File: src/rtl/ccr_pkg.sv
// Shared types and widths for the circle collision resolver.
`timescale 1ns / 1ps
`default_nettype none
package ccr_pkg;

  localparam int MAX_BALLS_DEF = 16;
  localparam int POS_W  = 20;   // Q11.8 positions and velocities
  localparam int RAD_W  = 16;   // Q8.8 radius
  localparam int REST_W = 9;    // Q1.8 restitution
  localparam int IDX_W  = 6;    // ball_index port width

  localparam logic [REST_W-1:0] REST_RESET = REST_W'(256);

  // shared multiplier operand widths
  localparam int MA_W = 41;
  localparam int MB_W = 19;
  localparam int MP_W = MA_W + MB_W;

  // divider and square root widths
  localparam int DIV_NW = 58;
  localparam int DIV_DW = 36;
  localparam int SQ_W   = 36;   // even
  localparam int SQ_RW  = SQ_W / 2;

  typedef struct packed {
    logic signed [POS_W-1:0] px;
    logic signed [POS_W-1:0] py;
    logic signed [POS_W-1:0] vx;
    logic signed [POS_W-1:0] vy;
    logic [RAD_W-1:0]        r;
  } ball_t;

endpackage
`default_nettype wire

File: src/rtl/ccr_mul.sv
// Shared registered signed multiplier.
`timescale 1ns / 1ps
`default_nettype none
module ccr_mul (
  input  wire logic                            clk,
  input  wire logic signed [ccr_pkg::MA_W-1:0] a,
  input  wire logic signed [ccr_pkg::MB_W-1:0] b,
  output      logic signed [ccr_pkg::MP_W-1:0] p
);
  import ccr_pkg::*;

  always_ff @(posedge clk) begin
    p <= MP_W'(a) * MP_W'(b);
  end
endmodule
`default_nettype wire

File: config.mk
export PLATFORM = sky130hd
export DESIGN_NAME = ccr_mul
export DESIGN_NICKNAME = d
export VERILOG_FILES = /design/src/rtl/ccr_pkg.sv /design/src/rtl/ccr_mul.sv
export SDC_FILE = /design/constraint.sdc
export NUM_CORES = 2
export LEC_CHECK = 0
export ABC_AREA = 0
export ABC_CLOCK_PERIOD_IN_PS = 10800
export BUFFER_PORTS_ARGS = -buffer_cell sky130_fd_sc_hd__buf_2
export CAP_MARGIN = 20
export CORE_MARGIN = 1.5
export CORE_UTILIZATION = 63
export CTS_CLUSTER_SIZE = 10
export DETAILED_ROUTE_END_ITERATION = 8
export PLACE_DENSITY = 0.79
export SLEW_MARGIN = 5
export SYNTH_ARGS = -nofsm -noshare
export SYNTH_HDL_FRONTEND = slang
export SYNTH_SLANG_ARGS = --single-unit
File: constraint.sdc
create_clock -name clk -period 10.8 [get_ports clk]
set_input_delay 1.08 -clock clk [delete_from_list [all_inputs] [get_ports clk]]
set_output_delay 1.08 -clock clk [all_outputs]
set_load 0.005 [all_outputs]
# Word level (Yosys, flattened, before mapping)
# Index checks and enable logic that the tools add are counted.
[classes]
n_mul = 1
[op_table]
columns = ["operator", "count"]
rows = [
  ["$mul A41 B19 Y60", 1],
]
[word_totals]
register_bits = 60
inputBits = 61
output_inout_bits = 60
word_cells = 2

# Logic depth before layout (Yosys ltp)
[depth]
ltp_word = 1
mapped_depth = 27

# Least setup slack after synthesis
# No wires, ideal clock.
[synth_timing]
kind = "input port to flip-flop"
start = "input a[40] in the netlist's numbering"
end = "register p[59] in the netlist's numbering"
setup_ns = 0.072
arrival_ns = 7.555
required_time_ns = 10.728
slack_ns = 3.173
cell_stages = 24
path_buffers = 3
path_cell_list = "clkbuf_1 clkbuf_1 and2_1 fa_1 fa_1 fa_1 fa_1 fa_1 inv_1 fa_1 inv_1 ha_1 ha_1 clkbuf_1 a21oi_1 o21ai_0 a21oi_1 o21bai_1 a21o_1 a21o_1 a2111oi_0 o22ai_1 a21oi_1 xnor2_1"
[synth_via]
elab_chain_cells = 1
[synth_lines]
columns = ["item", "line", "rtl"]
rows = [
  ["start, declared", "ccr_mul.sv:6", "input wire logic signed [ccr_pkg::MA_W-1:0] a,"],
  ["$mul A41 B19 Y60", "ccr_mul.sv:13", "p <= MP_W'(a) * MP_W'(b);"],
  ["end signal, assigned", "ccr_mul.sv:13", ""],
  ["end, declared", "ccr_mul.sv:8", "output logic signed [ccr_pkg::MP_W-1:0] p"],
]
# Every way passes these cells.

# Worst setup path in the final report
[layout_timing]
start = "input b[6] in the netlist's numbering"
end = "register p[57] in the netlist's numbering"
[layout_via]
elab_chain_cells = 1
[layout_lines]
columns = ["item", "line", "rtl"]
rows = [
  ["start, declared", "ccr_mul.sv:7", "input wire logic signed [ccr_pkg::MB_W-1:0] b,"],
  ["$mul A41 B19 Y60", "ccr_mul.sv:13", ""],
]
# Every way passes these cells.

==> qor.txt <==
status = completed
die area = 0.04443 mm^2
largest net degree at the start of global routing = 42
routed via count = 19799
Max Transition Viols Final = 0
core box area = 0.04223 mm^2
Syn Inst Count = 2940
Crit Path Max Fanout = 41
Slew Limit Headroom = 0.2599
area leader, netlist = fa_1
CP cell instances = buf_2 -> nand2_1 -> fa_1 -> inv_1 -> fa_1 -> inv_1 -> fa_1 -> inv_1 -> fa_1 -> fa_1 -> fa_1 -> ha_1 -> ha_1 -> a21oi_1 -> o21ai_0 -> a221oi_1 -> nand3_1 -> o21ai_2 -> o21a_1 -> o31a_2 -> o31ai_4 -> or4_1 -> nand3_1
Clock Tree Buf Depth = 2
Initial Util = 0.6442
CTS resizes = 0
most used cell, CP = fa_1
Crit path max-delay family = adder cells
Iteration-0 DRC Markers = 1506
Worst Path Required = 11.14 ns
Final min period = 8.429 ns
slowest stage cell, crit path = a221oi_1
Post-CTS Setup Inserts = 0
Setup TNS Final = 0 ns
synth unique cells = 68
crit path kind = in -> reg
Antenna Violating Nets Remaining = 0
Critical path buffers and inverters = 4
All-Layer GR Usage = 0.3315
Slew @ Worst Pin = 1.110 ns
GRT overflow = 0
Max-cap violations = 0
number of I/O pins = 121
routability cong. = 0.9205
initial antenna violation count = 4
Layout area overhead = 3.781%
Hold WC Path Type = in -> reg
I/O Buffers = 120
Synth warnings = 0
Reg with most FFs = p
async set or reset register ratio after synthesis = 0
DR DRC count = 0
Via-to-Cell Ratio = 5.721
clock-pin slew on the worst setup and hold paths = 0.06 ns
first-pass GRT wire length = 112800 um
fin crit share = 0.7805
DRT Pass-1 Iters = 6
Die Span Y = 210.8 um
synthesized area per cell = 9.252 um^2
Synth Flop Type = dfxtp_1
top cells by area, synth = fa_1 (55%), inv_1 (9.5%), ha_1 (7.2%)
mapped cell area = 0.02720 mm^2
Synth Register Bits = 60
dpl hpwl = 54860 um
CTS Root Cell = clkbuf_16
Arrival @ worst endpoint = 8.77 ns
crit path launch type = primary input
final setup fails = 0
Setup crit end kind = flip-flop
CTS tree = built
CP max stage delay = 0.95 ns
max reg flops = 60
hold_sp = a[0]
cell with the most instances after synthesis = fa_1
site row count = 75
routed length per placed instance = 19.62 um
cts hold-fix bufs = 0
biggest regs = p x60
Synth top cells by count = fa_1 (743), inv_1 (685), nand2_1 (506)
area of the multi-input gates = 0.02278 mm^2
RSZ-0062 raised after global routing = false
cts bufs inserted = 9
Die X = 210.8 um
sequential-to-total area share from yosys stat = 0.04416
register area = 0.001201 mm^2
Net Count, Synth = 3901
share of layout cells above drive strength 1 = 0.05649
vias in the first global route = 22497
Fin. Hold Viols = 0
overall routed net length = 67910 um
nets@finish = 3878
clk sinks = 60
Fmax = 0.1186 GHz
filler cell count = 3284
EDFF count, synth = 0
H-tree depth = 3
Critical Path Source = b[6]
Yosys top cell area share = 0.5468
[cell type report]
class	count	share of cell area
Timing Repair Buffer	128	0.02340
Antenna cell	1	0.00008864
Inverter	686	0.09121
Clock inverter	3	0.002438
Clock buffer	12	0.009440
Sequential cell	60	0.04255
Multi-Input combinational cell	2032	0.8070
Tap cell	539	0.02389
[stage by stage]
step                  util  setup slack [ns]  area [um^2]  hold slack [ns]  cells
finish              0.6685             2.371        28230            1.164   3461
global route        0.6685             2.006        28230            1.176   3460
CTS                 0.6685             2.471        28230            1.146   3460
detailed placement  0.6605             2.067        27890            1.456   3445
global placement    0.6605             2.224        27890            1.456   3445
floorplan                -             3.173        27200            1.207   2940
[logic make-up (layout without fill, tap and decap cells)]
family / count (synthesis) / in the layout / synth area share
flip-flops: 60 / 60 / 0.04416
buffers and inverters: 848 / 829 / 0.1183
XOR/XNOR: 61 / 61 / 0.01964
adder cells (fa/ha/maj): 900 / 900 / 0.6190
other: 0 / 1 / 0
AO/OA/AOI/OAI: 165 / 165 / 0.04200
AND/OR/NAND/NOR: 904 / 904 / 0.1561
multiplexers: 2 / 2 / 0.0007360
[cells in the final DEF (no fill, tap or decap), types with 2 or more instances in the layout]
master and instances:
clkbuf_16 9, a21o_1 26, o21a_1 4, mux2i_1 2, a211o_1 2, o21ai_0 21, and3_1 4, or2_2 3
clkbuf_8 3, nand4_1 6, buf_2 120, buf_4 8, a31oi_2 2, a311oi_1 2, nand3_1 22, a21o_2 2
a21oi_1 60, o211ai_1 2, xnor2_1 47, a31oi_1 6, nor2_1 59, o21bai_1 7, and4_1 2, nor3_1 6
nand2_1 506, fa_1 743, a211oi_1 5, nand2b_1 13, dfxtp_1 60, bufinv_16 2, a221oi_1 2, o21ai_1 5
ha_1 157, o31ai_4 2, xor2_1 14, nor2b_1 4, and2_1 268, inv_1 685
[path summary, 6_finish.rpt]
| check | endpoint | slack, ns | cells after the start |
|---|---|---|---|
| max | p[57] | 2.37 | 23 |
| min | p[0] | 1.16 | 2 |
[layer usage]
metal	share of wire	GRT usage
met4	0.039	0.1392
met3	0.094	0.06839
met5	0.00052	0
met2	0.50	0.5653
met1	0.36	0.4135
Power is left out: the tool's default activity adds up to more than one toggle a clock period on the data nets, which glitch-free logic cannot reach.
