[src/rtl/ccr_pkg.sv]
// Shared types and widths for the circle collision resolver.
`timescale 1ns / 1ps
`default_nettype none
package ccr_pkg;

  localparam int MAX_BALLS_DEF = 16;
  localparam int POS_W  = 20;   // Q11.8 positions and velocities
  localparam int RAD_W  = 16;   // Q8.8 radius
  localparam int REST_W = 9;    // Q1.8 restitution
  localparam int IDX_W  = 6;    // ball_index port width

  localparam logic [REST_W-1:0] REST_RESET = REST_W'(256);

  // shared multiplier operand widths
  localparam int MA_W = 41;
  localparam int MB_W = 19;
  localparam int MP_W = MA_W + MB_W;

  // divider and square root widths
  localparam int DIV_NW = 58;
  localparam int DIV_DW = 36;
  localparam int SQ_W   = 36;   // even
  localparam int SQ_RW  = SQ_W / 2;

  typedef struct packed {
    logic signed [POS_W-1:0] px;
    logic signed [POS_W-1:0] py;
    logic signed [POS_W-1:0] vx;
    logic signed [POS_W-1:0] vy;
    logic [RAD_W-1:0]        r;
  } ball_t;

endpackage
`default_nettype wire

[src/rtl/ccr_sqrt.sv]
// Integer square root, two radicand bits per cycle.
`timescale 1ns / 1ps
`default_nettype none
module ccr_sqrt (
  input  wire logic                       clk,
  input  wire logic                       rst,
  input  wire logic                       start,
  input  wire logic [ccr_pkg::SQ_W-1:0]   rad,
  output      logic                       done,
  output      logic [ccr_pkg::SQ_RW-1:0]  root
);
  import ccr_pkg::*;

  logic [SQ_W-1:0] x;
  logic [SQ_W-1:0] r;
  logic [SQ_W-1:0] bitm;
  logic [SQ_W-1:0] trial;
  logic            busy;

  assign trial = r + bitm;
  assign root  = r[SQ_RW-1:0];

  always_ff @(posedge clk) begin
    if (rst) begin
      busy <= 1'b0;
      done <= 1'b0;
    end else begin
      done <= 1'b0;
      if (start) begin
        busy <= 1'b1;
      end else if (busy && bitm[0]) begin
        busy <= 1'b0;
        done <= 1'b1;
      end
    end
  end

  always_ff @(posedge clk) begin
    if (start) begin
      x    <= rad;
      r    <= '0;
      bitm <= SQ_W'(1) << (SQ_W - 2);
    end else if (busy) begin
      if (x >= trial) begin
        x <= x - trial;
        r <= (r >> 1) + bitm;
      end else begin
        r <= r >> 1;
      end
      bitm <= bitm >> 2;
    end
  end
endmodule
`default_nettype wire

[config.mk]
export PLATFORM = sky130hd
export DESIGN_NAME = ccr_sqrt
export DESIGN_NICKNAME = d
export VERILOG_FILES = /design/src/rtl/ccr_pkg.sv /design/src/rtl/ccr_sqrt.sv
export SDC_FILE = /design/constraint.sdc
export NUM_CORES = 1
export LEC_CHECK = 0
export ABC_AREA = 0
export BUFFER_PORTS_ARGS = -buffer_cell sky130_fd_sc_hd__buf_4
export CAP_MARGIN = 20
export CORE_ASPECT_RATIO = 1.4
export CORE_UTILIZATION = 35
export DETAILED_ROUTE_END_ITERATION = 8
export PLACE_DENSITY_LB_ADDON = 0.1
export SYNTH_ARGS = -nofsm -noshare
export SYNTH_HDL_FRONTEND = slang
export SYNTH_SLANG_ARGS = --single-unit
[constraint.sdc]
create_clock -name clk -period 11.24 [get_ports clk]
set_input_delay 2.248 -clock clk [delete_from_list [all_inputs] [get_ports clk]]
set_output_delay 2.248 -clock clk [all_outputs]
set_load 0.01 [all_outputs]
# Word level (Yosys, flattened, before mapping)
# Cells that the tools add are included.
# totals
regBits	92
latch_bits	0
ram_bits	0
output_inout_bits	19
n_memories	0
elab_cells	22
mem_bits_ro	0
# op_classes
n_div	0
n_bitwise	0
reduce_logical	6
order_cmp	1
mul	0
shift	0
muxes	7
add_sub_neg	3
n_eq_ne	0
# op_table
cell	count
$mux W36	4
$add A35 B35 Y36	1
$add A36 B35 Y36	1
$ge A36 B36 Y1	1
$sub A36 B36 Y36	1
$reduce_bool A2 Y1	3
$mux W1	3
$reduce_and A2 Y1	1
$reduce_or A2 Y1	1
$logic_and A1 B1 Y1	1

# Depth between registers and ports, before layout
# Gate-level depths: netlist (run 1).
# depth
ltp_word	5
ltp_mapped	23

# Worst setup path after synthesis (run 1)
# Ideal clock, no wire load.
# synth_timing
path_kind	register to register
startpoint	register r[2]
endpoint	register x[0] (enable)
path_stages_with_launch	18
n_path_buf	1
synth_period_minus_slack_ns	4.956
t_required_ns	10.846
arrival_time_ns	4.562
path_slack_ns	6.284
setup_ns	0.394
cell_sequence	dfxtp_1 ha_1 a31oi_1 a211oi_1 a31oi_1 o21bai_1 a21o_1 a31o_2 a21oi_1 xor2_1 ha_1 buf_2 nand4_1 or3_4 o311ai_4 o21a_1 nand2_1 nand2_1
# synth_between
elab_chain_cells	4
# synth_lines
item	line_no	rtl
from (decl)	ccr_sqrt.sv:15	logic [SQ_W-1:0] r;
from (signal assigned)	ccr_sqrt.sv:46	r <= (r >> 1) + bitm;
from (signal assigned)	ccr_sqrt.sv:48	r <= r >> 1;
$add A36 B35 Y36	ccr_sqrt.sv:20	assign trial = r + bitm;
$ge A36 B36 Y1	ccr_sqrt.sv:44	if (x >= trial) begin
$reduce_bool A2 Y1 (no line)	n/a	
$reduce_and A2 Y1 (no line)	n/a	
to (signal assigned)	ccr_sqrt.sv:40	x <= rad;
to (signal assigned)	ccr_sqrt.sv:45	x <= x - trial;
to (decl)	ccr_sqrt.sv:14	logic [SQ_W-1:0] x;
# No other way between the ends.
# A chain may end at the register's enable or synchronous reset.

# Worst setup path in the final report (run 1)
# layout_timing
startpoint	register r[2]
endpoint	register x[15] (enable)
# The elaborated chain is that of the path after synthesis.

==> impl_metrics.toml, run 1 <==
[cts]
cts_tree = "yes"
clockRootBuffer = "clkbuf_16"
cts_resized = 0
htree_levels = 3
cts.reportedPaths.clkPinSlew_ns = 0.07
clock_tree.buffer_depth = 2
cts_sinks = 92
cts_setup_buffers = 0
clkLatencyLatePin_ns = 0.36
numCtsBuffers = 9
cts_hold_buf = 0

[critical_path]
endpoint_kind = "flip-flop"
cp_num_buf_inv = 2
worst_ep_required_time_ns = 11.24
cp.depth = 18
cpMaxStageDelayCell = "buf_4"
crit_arrival_ns = 5.44
worstSetupPathType = "reg2reg"
crit_family = "compound AO/OA/AOI/OAI gates"
crit_chain = "ha_1 > a31oi_1 > a211oi_1 > a31oi_1 > o21bai_1 > a21o_1 > a31o_2 > a21oi_1 > xor2_1 > ha_1 > nand4_1 > or3_4 > o311ai_4 > o21a_1 > buf_4 > nand2_1 > nand2_1 > buf_4"
crit_fanout = 36
r2r.worst_path.cells = 18
r2r_setup_slack_ns = 5.79
cp_slowest_stage_delay_ns = 0.46
setup.worst_path.start_class = "flip-flop"

[logic_synthesis]
avgSynthCellArea_um2 = 8.22
netlist_instances = 965
synth_warnings = 0
ys.flop_type = "dfxtp_1"
netlist_area_mm2 = 0.00794
syn_nets = 1079
yosysUniqueCellTypes = 65
yosysSeqAreaShare = 0.277
synthArstFlopShare = 0
ys_seq_elements = 92
synth_edf_count = 36

[sta]
tns_ns = 0
slew_headroom = 0.438
timing.final.crit_share = 0.485
grt_setup_unrepaired = "false"
finalSetupViolCount = 0
maxSlewViolCount = 0
clock-skew-final_ns = 0.0115
fin_crit_ns = 5.45
fmax_mhz = 184
tightest_slew_ns = 0.843
finalHoldViolations = 0
hold_ws_ns = 0.515

[global_routing]
track_usage = 0.202
antenna_found_initial = 0
busiest_layer = "met2"
grt_max_degree = 79
grt.met2_usage = 0.378
grt_overflow = 0
grt_use_met1 = 0.226
grt_pass1_vias = 7072
grt_first_pass_wirelength_um = 36700
met3_usage = 0.0324

[layout]
area_delta_synth_final_pct = 10.2
stdcell_area_mm2 = 0.00874
final_common_cell = "nand2_1"
num_antenna_cells = 0
drive_above_1_share = 0.113
final_cell_mix = "nand2_1, nor2_1, o21ai_0"
nNetsFinal = 1091

[place]
io_buffers = 57
gp_congestion = 0.884
place_area_mm2 = 0.00843
place_hpwl_um = 16900

[floorplanning]
start_util = 0.360
dieArea_mm2 = 0.0233
pin_count = 58
die_y_um = 180
placementRows = 64
core_area_mm2 = 0.0220
die_w_um = 129

[drt]
routed_via_density = 5.47
drtAntennaViolNets = 0
routed_wirelength_um = 22400
avgRoutedWirePerCell_um = 17.5
vias = 6999
drt_iter0_markers = 307
firstDrtPassIters = 5
drc_errors = 0

[power]
power_leakage_nw = 3.42
swShare = 0.472
p_comb_frac = 0.597
powerDensity_mw_per_mm2 = 253
power_frac_seq = 0.253
power_frac_clock = 0.149
irDropWorstVdd_v = 0.000202
p_int_mw = 1.17
p_sw_mw = 1.04

[job]
timing.max_cap.violations = 0

[hold_path]
hold_path_class = "reg2reg"
hold_path_depth = 2

[status]
outcome = "finished clean"
[worst register-to-register path: stages, from the launching register on]
cell and delay (ns):
dfxtp_1 0.45, ha_1 0.32, a31oi_1 0.33, a211oi_1 0.21, a31oi_1 0.34, o21bai_1 0.16
a21o_1 0.22, a31o_2 0.26, a21oi_1 0.17, xor2_1 0.08, ha_1 0.41, nand4_1 0.18
or3_4 0.42, o311ai_4 0.30, o21a_1 0.15, buf_4 0.34, nand2_1 0.16, nand2_1 0.11
buf_4 0.46
[synth_stat cells, drive strengths merged, types with 19 or more instances]
master	instances	area, um^2
a211oi	23	183
a21o	27	203
a21oi	58	290
a31oi	32	200
buf	35	248
clkbuf	27	101
dfxtp	56	1120
edfxtp	36	1080
ha	74	926
inv	26	97.6
mux2i	19	190
nand2	118	443
nor2	86	323
o21ai	93	477
xnor2	37	324
xor2	42	368
[routing by layer]
metal / share of wire / wire [um]
met5: 0 / 0
met3: 0.030 / 678
met1: 0.41 / 9150
met2: 0.54 / 12000
met4: 0.025 / 556
[layout make-up]
type | instances | area, um^2
timing repair buffer | 63 | 473
clock buffer | 12 | 278
multi-input combinational | 784 | 5280
sequential | 92 | 2200
tap | 297 | 372
clock inverter | 4 | 33.8
inverter | 27 | 101
fill | 2299 | 13300
[worst paths after layout]
check / from / endpoint
hold / removal: r[0] / r[0]
setup reg to reg: r[2] / x[15]
setup / recovery: r[2] / x[15]
hold reg to reg: r[0] / r[0]
[per-stage QoR]
stage | utilization | setup WS, ns | power (mW) | cells
after floorplan | - | 6.28 | 1.60 | 965
after detailed placement | 0.383 | 5.78 | 1.88 | 1263
final | 0.397 | 5.79 | 2.21 | 1279
after global placement | 0.383 | 5.86 | 1.89 | 1263
after global routing | 0.397 | 5.26 | 2.41 | 1279
after CTS | 0.397 | 5.76 | 2.23 | 1279
[sequential cells by signal, summed over array words and instances, names as in the netlist]
signal and count:
r 36, busy 1, bitm 18, x 36, done 1
[power by group through the flow]
stage / Combinational [mW] / Sequential (mW) / Clock (mW)
CTS: 1.32 / 0.564 / 0.339
floorplan: 1.07 / 0.524 / 0
global placement: 1.32 / 0.570 / 0
detailed placement: 1.31 / 0.570 / 0
global route: 1.48 / 0.575 / 0.352
finish: 1.32 / 0.561 / 0.331
[cells by family (layout without fill, tap and decap cells)]
logic type,count (synthesis),count (layout),synth area share
DFF,92,92,0.277
and+or+nand+nor,287,287,0.159
adders and majority gates,75,75,0.119
xor gates and xnor gates,79,79,0.0872
buffers and inverters,89,106,0.0568
AOI/OAI and AO/OA,319,319,0.270
muxes,24,24,0.0311
Note: power is estimated with default switching activity, not from simulation.
==> run 2: changes to the inputs <==
==> constraint.sdc (replaced) <==
create_clock -name clk -period 5.5 [get_ports clk]
set_input_delay 1.1 -clock clk [delete_from_list [all_inputs] [get_ports clk]]
set_output_delay 1.1 -clock clk [all_outputs]
set_load 0.01 [all_outputs]
==> run 2 against run 1 <==
  * Global-route usage down 0.095 points
  * Clock skew up 0.0014 ns
  * Combinational power up 110%
  * Maximum frequency up 9.0%
  * Flip-flop and latch count unchanged
  * Register-to-register slack worse by 5.3 ns
  * Hold slack better by 0.0049 ns
  * Routed wire length down 0.65%
  * Sequential share of layout area down 0.20 points
  * Critical endpoint is now r[25]
  * Largest cell class unchanged
==> impl_metrics.toml, run 2 (synthesis results as in run 1) <==
[status]
outcome = "finished clean"

[floorplanning]
dieArea_mm2 = 0.0233
core_area_mm2 = 0.0220
placementRows = 64
die_y_um = 180
pin_count = 58
start_util = 0.360
die_w_um = 129

[cts]
cts_tree = "yes"
clock_tree.buffer_depth = 2
clkLatencyLatePin_ns = 0.36
cts.reportedPaths.clkPinSlew_ns = 0.07
cts_setup_buffers = 0
cts_resized = 0
cts_hold_buf = 0
clockRootBuffer = "clkbuf_16"
cts_sinks = 92
numCtsBuffers = 9
htree_levels = 3

[critical_path]
crit_arrival_ns = 5.26
endpoint_kind = "flip-flop"
crit_fanout = 30
worstSetupPathType = "reg2reg"
crit_chain = "ha_1 > a31oi_1 > a211oi_1 > a31oi_1 > o21bai_1 > a21o_1 > a31o_2 > a21oi_1 > xor2_1 > ha_1 > nand4_1 > or3_4 > o311ai_4 > o21a_1 > buf_4 > o31ai_1 > xor2_1 > a211oi_1"
cp_slowest_stage_delay_ns = 0.46
cpMaxStageDelayCell = "dfxtp_1"
reg2reg_from = "r[2]"
rr_endpoint = "r[25]"
worstSetupEndpoint = "r[25]"
crit_path_start = "r[2]"
r2r.worst_path.cells = 18
r2r_setup_slack_ns = 0.50
setup.worst_path.start_class = "flip-flop"
worst_ep_required_time_ns = 5.76

[drt]
routed_via_density = 5.43
avgRoutedWirePerCell_um = 17.3
drc_errors = 0
drtAntennaViolNets = 0
routed_wirelength_um = 22200
vias = 6969
firstDrtPassIters = 5
drt_iter0_markers = 336

[layout]
largestRegisters = "r (36), x (36), bitm (18)"
regArea_mm2 = 0.00220
final_cell_mix = "nand2_1, nor2_1, o21ai_0"
nNetsFinal = 1095
multi_input_area_mm2 = 0.00528
nFillCells = 2330
final_common_cell = "nand2_1"
num_antenna_cells = 0
area_delta_synth_final_pct = 11.1
drive_above_1_share = 0.117

[global_routing]
track_usage = 0.201
grt_first_pass_wirelength_um = 36700
grt_overflow = 0
antenna_found_initial = 0
grt_pass1_vias = 7030
grt_max_degree = 79

[sta]
clock-skew-final_ns = 0.0129
grt_setup_unrepaired = "false"
tns_ns = 0
fmax_mhz = 200
finalSetupViolCount = 0
maxSlewViolCount = 0
finalHoldViolations = 0
tightest_slew_ns = 0.927
timing.final.crit_share = 0.909
fin_crit_ns = 5.00
slew_headroom = 0.382

[power]
finalPower_mw = 4.56
power_leakage_nw = 3.46
irDropWorstVdd_v = 0.000281
powerDensity_mw_per_mm2 = 517

[place]
gp_congestion = 0.852
place_hpwl_um = 16800
io_buffers = 57

[job]
timing.max_cap.violations = 0

[hold_path]
hold_path_class = "reg2reg"
==> run 2: changes by cell type in the layout (fill, tap and decap cells not counted), sizes merged <==
| cell | previous run | this run |
|---|---|---|
| buf | 63 | 67 |
| clkinv | 1 | 3 |
| bufinv | 0 | 1 |
| clkbuf | 12 | 11 |
| clkinvlp | 1 | 0 |
| inv | 29 | 28 |
==> run 2: worst min-delay path by stage <==
| stage | start | endpoint | slack, ns | cells past startpoint |
|---|---|---|---|---|
| 3_3_place_gp | r[0] | r[0] | 0.49 | 2 |
| 5_1_grt | bitm[0] | done | 0.55 | 1 |
| 4_1_cts | r[0] | r[0] | 0.52 | 2 |
| 3_5_place_dp | r[0] | r[0] | 0.50 | 2 |
| 6_report | r[0] | r[0] | 0.52 | 2 |
| 2_1_floorplan | r[0] | r[0] | 0.48 | 2 |
==> run 2: worst max-delay path: cells and delay by family (launching register included) <==
| family | cells | cell delay (ns) |
|---|---|---|
| compound gates | 11 | 2.52 |
| flops | 1 | 0.46 |
| buf+inv | 1 | 0.34 |
| simple gates | 2 | 0.60 |
| fa+ha+maj | 2 | 0.73 |
| xor+xnor | 2 | 0.25 |
==> run 2: through the flow <==
| step | utilization | worst slack, ns | instances | hold slack (ns) | instance area (um^2) |
|---|---|---|---|---|---|
| floorplan | - | 0.544 | 965 | 0.478 | 7940 |
| global placement | 0.385 | 0.604 | 1267 | 0.493 | 8490 |
| detailed placement | 0.385 | 0.525 | 1267 | 0.502 | 8490 |
| CTS | 0.400 | 0.479 | 1283 | 0.520 | 8820 |
| global route | 0.400 | 0.0793 | 1283 | 0.552 | 8820 |
| finish | 0.400 | 0.503 | 1283 | 0.520 | 8820 |
==> run 2: routing by layer <==
layer	vias to the layer above	part of all wire	GRT usage
met4	0	0.026	0.0687
li1	3568	-	-
met2	107	0.53	0.370
met5	-	0	0
met3	30	0.024	0.0246
met1	3264	0.42	0.236
==> run 2: cell type report <==
type                       instances  area share
timing repair buffer              67      0.0599
tap                              297      0.0422
clock buffer                      11      0.0299
clock inverter                     5     0.00724
inverter                          27      0.0115
sequential                        92       0.250
multi-input combinational        784       0.599
==> run 2: where the power goes <==
part | switching (mW) | total, mW | internal (mW)
Clock | 0.304 | 0.702 | 0.398
Combinational | 1.63 | 2.73 | 1.10
Sequential | 0.165 | 1.13 | 0.966
