[src/rtl/ccr_pkg.sv]
// Shared types and widths for the circle collision resolver.
`timescale 1ns / 1ps
`default_nettype none
package ccr_pkg;

  localparam int MAX_BALLS_DEF = 16;
  localparam int POS_W  = 20;   // Q11.8 positions and velocities
  localparam int RAD_W  = 16;   // Q8.8 radius
  localparam int REST_W = 9;    // Q1.8 restitution
  localparam int IDX_W  = 6;    // ball_index port width

  localparam logic [REST_W-1:0] REST_RESET = REST_W'(256);

  // shared multiplier operand widths
  localparam int MA_W = 41;
  localparam int MB_W = 19;
  localparam int MP_W = MA_W + MB_W;

  // divider and square root widths
  localparam int DIV_NW = 58;
  localparam int DIV_DW = 36;
  localparam int SQ_W   = 36;   // even
  localparam int SQ_RW  = SQ_W / 2;

  typedef struct packed {
    logic signed [POS_W-1:0] px;
    logic signed [POS_W-1:0] py;
    logic signed [POS_W-1:0] vx;
    logic signed [POS_W-1:0] vy;
    logic [RAD_W-1:0]        r;
  } ball_t;

endpackage
`default_nettype wire

[src/rtl/ccr_div.sv]
// Restoring divider, one quotient bit per cycle.
`timescale 1ns / 1ps
`default_nettype none
module ccr_div (
  input  wire logic                        clk,
  input  wire logic                        rst,
  input  wire logic                        start,
  input  wire logic [ccr_pkg::DIV_NW-1:0]  num,
  input  wire logic [ccr_pkg::DIV_DW-1:0]  den,
  output      logic                        done,
  output      logic [ccr_pkg::DIV_NW-1:0]  quot
);
  import ccr_pkg::*;
  localparam int CNT_W = $clog2(DIV_NW);

  logic [DIV_DW:0]   rem;
  logic [DIV_DW-1:0] dv;
  logic [CNT_W-1:0]  cnt;
  logic              busy;
  logic [DIV_DW:0]   shifted;

  assign shifted = {rem[DIV_DW-1:0], quot[DIV_NW-1]};

  always_ff @(posedge clk) begin
    if (rst) begin
      busy <= 1'b0;
      done <= 1'b0;
    end else begin
      done <= 1'b0;
      if (start) begin
        busy <= 1'b1;
        cnt  <= CNT_W'(DIV_NW - 1);
      end else if (busy) begin
        if (cnt == '0) begin
          busy <= 1'b0;
          done <= 1'b1;
        end else begin
          cnt <= cnt - 1'b1;
        end
      end
    end
  end

  always_ff @(posedge clk) begin
    if (start) begin
      quot <= num;
      rem  <= '0;
      dv   <= den;
    end else if (busy) begin
      if (shifted >= {1'b0, dv}) begin
        rem  <= shifted - {1'b0, dv};
        quot <= {quot[DIV_NW-2:0], 1'b1};
      end else begin
        rem  <= shifted;
        quot <= {quot[DIV_NW-2:0], 1'b0};
      end
    end
  end
endmodule
`default_nettype wire

[config.mk]
export PLATFORM = sky130hd
export DESIGN_NAME = ccr_div
export DESIGN_NICKNAME = d
export VERILOG_FILES = /design/src/rtl/ccr_pkg.sv /design/src/rtl/ccr_div.sv
export SDC_FILE = /design/constraint.sdc
export NUM_CORES = 1
export LEC_CHECK = 0
export BUFFER_PORTS_ARGS = -buffer_cell sky130_fd_sc_hd__buf_4
export CAP_MARGIN = 20
export CORE_MARGIN = 2
export CORE_UTILIZATION = 45
export DETAILED_ROUTE_END_ITERATION = 6
export PLACE_DENSITY = 0.72
export SYNTH_ARGS = -nofsm -noshare
export SYNTH_HDL_FRONTEND = slang
export SYNTH_SLANG_ARGS = --single-unit
[constraint.sdc]
create_clock -name clk -period 4.15 [get_ports clk]
set_clock_uncertainty 0.05 [all_clocks]
set_input_delay 0.415 -clock clk [delete_from_list [all_inputs] [get_ports clk]]
set_output_delay 0.415 -clock clk [all_outputs]
set_load 0.01 [all_outputs]
Yosys cells after proc, flatten, opt, wreduce, memory -nomap -nowiden
Cells that the tools add are included.

word-level totals
  register bits after elaboration = 138
  input bits = 97
  output and inout bits = 59
  word-level logic and storage cells = 26

operators by class
  add/sub/neg operators = 2
  magnitude comparators = 1
  equality and inequality tests = 1
  mux-type cells = 10
  bitwise operators = 2
  reduce and logical (&&, ||, !) cells = 4

operators by type and width
  cell                   number
  $mux W58               2
  $ge A37 B36 Y1         1
  $mux W36               1
  $sub A36 B36 Y36       1
  $mux W6                2
  $logic_not A6 Y1       1
  $sub A6 B1 Y6 const B  1
  $mux W1                5
  $reduce_and A3 Y1      1
  $reduce_or A3 Y1       1
  $ne A2 B2 Y1 const B   1
  $not A1 Y1             2
  $reduce_bool A2 Y1     1

Longest topological paths before layout
Gate-level depths: netlist of run 1.

  word-level depth = 4
  gate-level depth with buffers = 12

Worst setup path before layout of run 1
Ideal clock, no wire load.

  kind = register -> register
  start point = register quot[57] (netlist bit)
  end point = register rem[20]
  data arrival time = 2.793 ns
  required time = 3.980 ns
  path slack = 1.187 ns
  cell stages (with the launch flop) = 12
  period minus slack after synthesis = 2.963 ns
  cell sequence = edfxtp_1 -> inv_1 -> ha_1 -> fa_1 -> nand2b_1 -> a21o_1 -> a211oi_1 -> o21ai_0 -> a21boi_0 -> mux2i_1 -> a211oi_1 -> a211o_1

on the way
  word-level cells in the longest chain between the ends = 2

ends and longest elaborated chain
  item                                                       RTL line                      text
  start, declared                                            ccr_div.sv:11                 output logic [ccr_pkg::DIV_NW-1:0] quot
  start signal, assigned                                     ccr_div.sv:46                 quot <= num;
  start signal, assigned                                     ccr_div.sv:52                 quot <= {quot[DIV_NW-2:0], 1'b1};
  start signal, assigned                                     ccr_div.sv:55                 quot <= {quot[DIV_NW-2:0], 1'b0};
  $sub A36 B36 Y36 / $ge A37 B36 Y1 (equally long branches)  ccr_div.sv:51, ccr_div.sv:50
  $mux W36 (*)                                               ccr_div.sv:50                 if (shifted >= {1'b0, dv}) begin
  end signal, assigned                                       ccr_div.sv:51                 rem <= shifted - {1'b0, dv};
  end signal, assigned                                       ccr_div.sv:54                 rem <= shifted;
  end, declared                                              ccr_div.sv:16                 logic [DIV_DW:0] rem;

Every way passes the cells marked *; elsewhere a longest branch is shown, timed or not.
A chain may end at the register's enable or synchronous reset.

Worst setup path after layout of run 1
Ends and elaborated chain as after synthesis.

==> run metrics, run 1 <==
gr ovfl total=0; Critical Path RT=4.42 ns; Worst Setup End Kind=register; RSZ-0062 raised after global routing=false; CTS tree=built; Layout Nets=1005; clock sinks=138; Util after Layout=57.6%; switching power total=997 uW; Hold Crit Depth=1; critical-path maximum fanout=6; TNS Setup=0 ns; final setup fails=0; worst vdd ir=0.317 mV; antenna cells=0; Final Hold Viols=0; Syn. warnings=0; R2R depth=11; Hold Crit Class=input pin to register; WL/cell=17.0 um; CTS hold repair buffers=0; Gate power share=17.4%; Max Cap Viol=0; WL final=18.8 mm; max-slew violation count=0; Avg Inst Size Synth=10.7 um^2; Min-Delay Startpoint=den[25]; sw frac=26.6%; Die Wd=134 um; # H-tree levels=4; number of port buffers=155; vias in the first global route=5936; CTS resizes=0; Longest Clk Path Bufs=2; floorplan core area=0.0166 mm^2; GRT Resource Usage Total=21.4%; CP Class=register to register; Residual DRC=0; Pwr Density=391 mW/mm^2; flop-to-flop setup slack=0.73 ns; first-pass GRT wire length=30.2 mm; Detailed Route Iter0 Violations=700; Die Ht=134 um; drt pass-1 iters=5; Rows=47; CTS Buf Count=17; Clock power frac=38.2%; die area=0.0181 mm^2; Mapped Cells=718; starting density of the core=46.0%; area of the multi-input gates=0.00359 mm^2; minimum clock period=3.42 ns; largest net degree at the start of global routing=59; clock transition at the registers of the reported paths=0.06 ns; via count=6037; FF/Latch Area=0.00376 mm^2; Pleak=0.00401 uW; post-synthesis async set-or-reset flop share=0%; Area Overhead vs Synth=25.2%; sequential-to-total area share from yosys stat=49.1%; slew margin rel.=37.1%; syn nets=854; Placer Congestion=0.879; max frequency=293 MHz; DP HPWL=13.5 mm; Post-Syn Area=0.00766 mm^2; post-route clock period utilization=82.4%; Worst-Skew Late Latency=0.43 ns; most frequent cells in the layout=buf_4 (163), edfxtp_1 (100), nand2_1 (70); number of synthesized flops with an enable pin=100; Post-synth top flop=edfxtp_1; Reg2Reg Launch Point=quot[57]; Post-CTS Setup Bufs=0; Synth Register Bits=138; layout cells sized above 1=29.5%; DRT antenna net count=0; DR vias/cell=5.48; Root Buffer=clkbuf_16; Critical R2R Capture=rem[20]; Worst Max-Slew Pin Slew=0.942 ns; antenna violations before repair=0; status=complete, no violations; Critical Path AT=3.68 ns; Hold Path Sink=dv[25]; internal power=2750 uW; # fillers=1403; most common cell after layout, fill and taps aside=buf_4; CP Launch Type=register; Cell variety after synth=62; # IOs=156; Flop pwr share=44.5%
==> worst max-delay path: stages, from the launching register on <==
cell      delay (ns)
edfxtp_1        0.37
inv_1           0.06
ha_1            0.22
fa_1            0.37
nand2b_1        0.21
a21o_1          0.20
a211oi_1        0.59
o21ai_0         0.31
a21boi_0        0.33
mux2i_1         0.22
a211oi_1        0.09
a211o_1         0.29
==> sequential cells by signal, summed over array words and instances, names as in the netlist <==
register / cells
cnt: 6
dv: 36
quot: 58
busy: 1
done: 1
rem: 36
==> cells in the mapped netlist (all sizes together) (17+ instances only) <==
| cell | n | area, um^2 |
|---|---|---|
| edfxtp | 100 | 3000 |
| xnor2 | 17 | 149 |
| o21ai | 31 | 155 |
| inv | 49 | 184 |
| mux2 | 57 | 642 |
| nand2 | 70 | 263 |
| nor2 | 42 | 158 |
| clkbuf | 21 | 80.1 |
| dfxtp | 38 | 761 |
| a311oi | 20 | 175 |
| a21oi | 41 | 209 |
| ha | 38 | 475 |
==> power by group through the flow <==
stage          Sequential (uW)  Clock (uW)  Combinational (uW)
6_report                  1670        1430                 652
5_1_grt                   1680        1510                 712
3_5_place_dp              1700           0                 648
2_1_floorplan             1710           0                 362
3_3_place_gp              1690           0                 639
4_1_cts                   1670        1450                 651
==> worst max-delay path by stage <==
stage	from	end	slack, ns	depth (start not counted)
finish	quot[57]	rem[20]	0.73	11
global route	dv[27]	rem[33]	0.47	10
CTS	quot[57]	rem[20]	0.74	11
detailed placement	dv[19]	rem[2]	0.76	10
global placement	dv[19]	rem[35]	0.84	10
floorplan	quot[57]	rem[20]	1.19	11
==> cells by family (layout without fill, tap and decap cells) <==
| family | after synthesis | in the layout | share of synthesized area (%) |
|---|---|---|---|
| AOI/OAI and AO/OA | 177 | 177 | 15.8 |
| xor gates and xnor gates | 27 | 27 | 3.09 |
| adders and majority gates | 39 | 39 | 6.47 |
| buffers and inverters | 80 | 244 | 4.03 |
| DFF | 138 | 138 | 49.1 |
| muxes | 65 | 65 | 9.42 |
| and+or+nand+nor | 192 | 192 | 12.1 |
==> per-layer routing <==
metal | vias up | GRT usage (%) | part of all wire [%]
met5 | - | 0 | 0
met4 | 0 | 8.54 | 2.4
met3 | 26 | 5.11 | 4.7
met2 | 169 | 35.1 | 49
met1 | 2866 | 27.4 | 44
li1 | 2976 | - | -
==> area by class of cell <==
cell class	count	share of cell area [%]
timing repair buffer	163	12.8
tap	220	2.87
clock buffer	19	4.52
clock inverter	13	1.25
sequential	138	39.3
inverter	49	1.92
multi-input combinational	500	37.4
==> per-stage QoR <==
stage | worst slack, ns | instance area [um^2] | total power (uW) | std cells | hold WS (ns)
floorplan | 1.19 | 7660 | 2070 | 718 | 0.403
finish | 0.732 | 9590 | 3750 | 1102 | 0.112
CTS | 0.738 | 9590 | 3770 | 1102 | 0.0974
detailed placement | 0.760 | 9030 | 2340 | 1070 | 0.426
global placement | 0.842 | 9030 | 2330 | 1070 | 0.420
global route | 0.466 | 9590 | 3910 | 1102 | 0.0961
Power figures use the tool's default switching activity.
==> run 2, diff against run 1 <==
PLACE_DENSITY = 0.75   (was 0.72)
clock period = 2.9 ns   (was 4.15 ns; I/O delays follow)
==> run 2 against run 1 <==
Against the previous run:
- the flow now finishes with violations (setup timing)
- combinational power up 83%
- sequential cell count did not move
- utilization increased by 7.9 points
- non-clock buffer count grew 93
- setup slack got worse by 0.75 ns
- final cell count is 8.4% higher
- total power is 53% higher
- routed wire length is 8.8% higher
- sequential share of layout area decreased by 4.7 points
- critical path depth grew 2
- global-route usage grew 0.61 points
- die area stayed put
- critical path type unchanged
==> run metrics, run 2 (synthesis results as in run 1) <==
status=complete, but fails checks; failing checks=setup timing; Critical Path RT=3.22 ns (-1.20 ns); final cell count without fillers=1195 (+8.4%); final setup margin=-0.0192 ns (-0.751 ns); Top Registers=quot x58, dv x36, rem x36; Finished Cell Area=0.0109 mm^2 (+14%); slowest CP cell=edfxtp_1; # H-tree levels=4 (unchanged); antenna violations before repair=0 (unchanged); RSZ-0062 raised after global routing=true; CP Launch Type=register; floorplan core area=0.0166 mm^2 (unchanged); drt pass-1 iters=5 (unchanged); Placed Instances=1119 (+4.6%); Placer Congestion=0.883 (+0.46%); max-slew violation count=0 (unchanged); largest net degree at the start of global routing=80 (+36%); clock sinks=138 (unchanged); Root Buffer=clkbuf_16; starting density of the core=46.0% (unchanged); Worst Path Buf+Inv=4 (+3); Pleak=0.00455 uW (+13%); WL/cell=17.1 um (+0.37%); Max Cap Viol=0 (unchanged); CP delay by family, top=compound AO/OA/AOI/OAI gates; Layout Nets=1098 (+9.3%); Worst-Skew Late Latency=0.43 ns (about the same); Area Overhead vs Synth=42.2%; vias in the first global route=6477 (+9.1%); critical-path maximum fanout=5 (-1); post-route clock period utilization=101% (+18 points); Detailed Route Iter0 Violations=415 (-41%); Residual DRC=0 (unchanged); worst vdd ir=0.381 mV (+20%); most frequent cells in the layout=buf_4 (211), edfxtp_1 (100), nand2_1 (58); area of the multi-input gates=0.00398 mm^2 (+11%); Top reg by flops=quot; CTS Buf Count=17 (unchanged); FF/Latch Area=0.00376 mm^2 (unchanged); # fillers=1300 (-7.3%); clock transition at the registers of the reported paths=0.07 ns (about the same); Hold Crit Class=input pin to register; Die Ht=134 um (unchanged); Longest Clk Path Bufs=2 (unchanged); DP HPWL=13.9 mm (+2.9%); TNS Setup=-0.0192 ns (-0.0192 ns); minimum clock period=2.92 ns (-0.499 ns); Worst path max stage delay=0.35 ns (-0.24 ns); Worst Setup End Kind=register; number of port buffers=155 (unchanged); Final Hold Viols=0 (unchanged); Worst Max-Slew Pin Slew=0.566 ns (-0.376 ns); first-pass GRT wire length=31.4 mm (+4.1%); gr ovfl total=0 (unchanged); CP Class=register to register; Rows=47 (unchanged); die area=0.0181 mm^2 (unchanged); max reg flops=58 (unchanged); layout cells sized above 1=38.4% (+8.9 points); slew margin rel.=62.0% (+25 points); DR vias/cell=5.47 (-0.16%); GRT Resource Usage Total=22.0% (+0.61 points); Pwr Density=527 mW/mm^2 (+35%); Post-DP Area=0.00947 mm^2 (+4.8%); final setup fails=1 (+1); Critical Path, Cell by Cell=inv_1, ha_1, buf_4, a21oi_1, o21ai_0, a311oi_1, buf_4, nor2_1, o311ai_0, buf_4, a21oi_1, a311oi_1, a221o_1; antenna cells=0 (unchanged); # IOs=156 (unchanged); max frequency=343 MHz (+17%); most common cell after layout, fill and taps aside=buf_4; Die Wd=134 um (unchanged); Critical Path Most Common Cell=buf_4; CTS tree=built; Critical Path AT=3.23 ns (-0.45 ns); WL final=20.4 mm (+8.8%); via count=6536 (+8.3%); DRT antenna net count=0 (unchanged)
## run 2: cell count changes in the layout (fill, tap and decap cells not counted), moves of 6 or more
cell / previous run / this run
nand2_2: 0 / 7
a311oi_2: 0 / 12
o21ai_0: 31 / 24
dlygate4sd3_1: 0 / 37
buf_4: 163 / 211
a311oi_1: 20 / 8
ha_1: 38 / 28
o21ai_1: 0 / 6
ha_4: 0 / 10
nand2_1: 70 / 58
## run 2: power by group
group	internal, uW	switching [uW]	leakage [uW]
registers	2300	93.8	0.00130
clock network	1210	947	0.000281
logic	614	572	0.00297
## run 2: timing repair
| item | CTS | global route |
|---|---|---|
| endpoints found under the hold margin | 36 | 1 |
| setup buffers | 0 | 4 |
| hold buffers | 36 | 1 |
| cloned | 0 | 3 |
| setup endpoints to repair | 32 | 36 |
| gates resized for setup | 4 | 69 |
| pin swaps | 1 | 17 |
## run 2: layout make-up
cell class	instances	area share, %
multi-input combinational	500	36.5
clock inverter	15	1.41
inverter	49	1.69
sequential	138	34.5
timing repair buffer	256	19.4
tap	220	2.53
clock buffer	17	3.90
## run 2: worst paths after layout
check               start        to  slack [ns]  cells past startpoint
setup / recovery   dv[13]   rem[28]       -0.02                     13
setup reg to reg   dv[13]   rem[28]       -0.02                     13
hold reg to reg   rem[23]   rem[23]        0.44                      2
hold / removal    num[27]  quot[27]        0.11                      2
## run 2: stage by stage
step	total power [uW]	util, %	hold WS (ns)	setup WS, ns
after detailed placement	3450	56.9	0.419	-0.0574
final	5740	65.5	0.110	-0.0192
after CTS	5670	62.7	0.00507	0.0200
after floorplan	2970	-	0.318	0.0871
after global placement	3440	56.9	0.418	-0.0216
after global routing	5970	65.5	0.0971	-0.237
## run 2: metal layers
metal  global-route usage (%)  wire length (um)  up-vias
met3                     7.47              1560       31
met5                        0                 0        -
met1                     27.4              8650     3118
met2                     36.7              9870      230
li1                         -                 -     3157
met4                     5.91               350        0
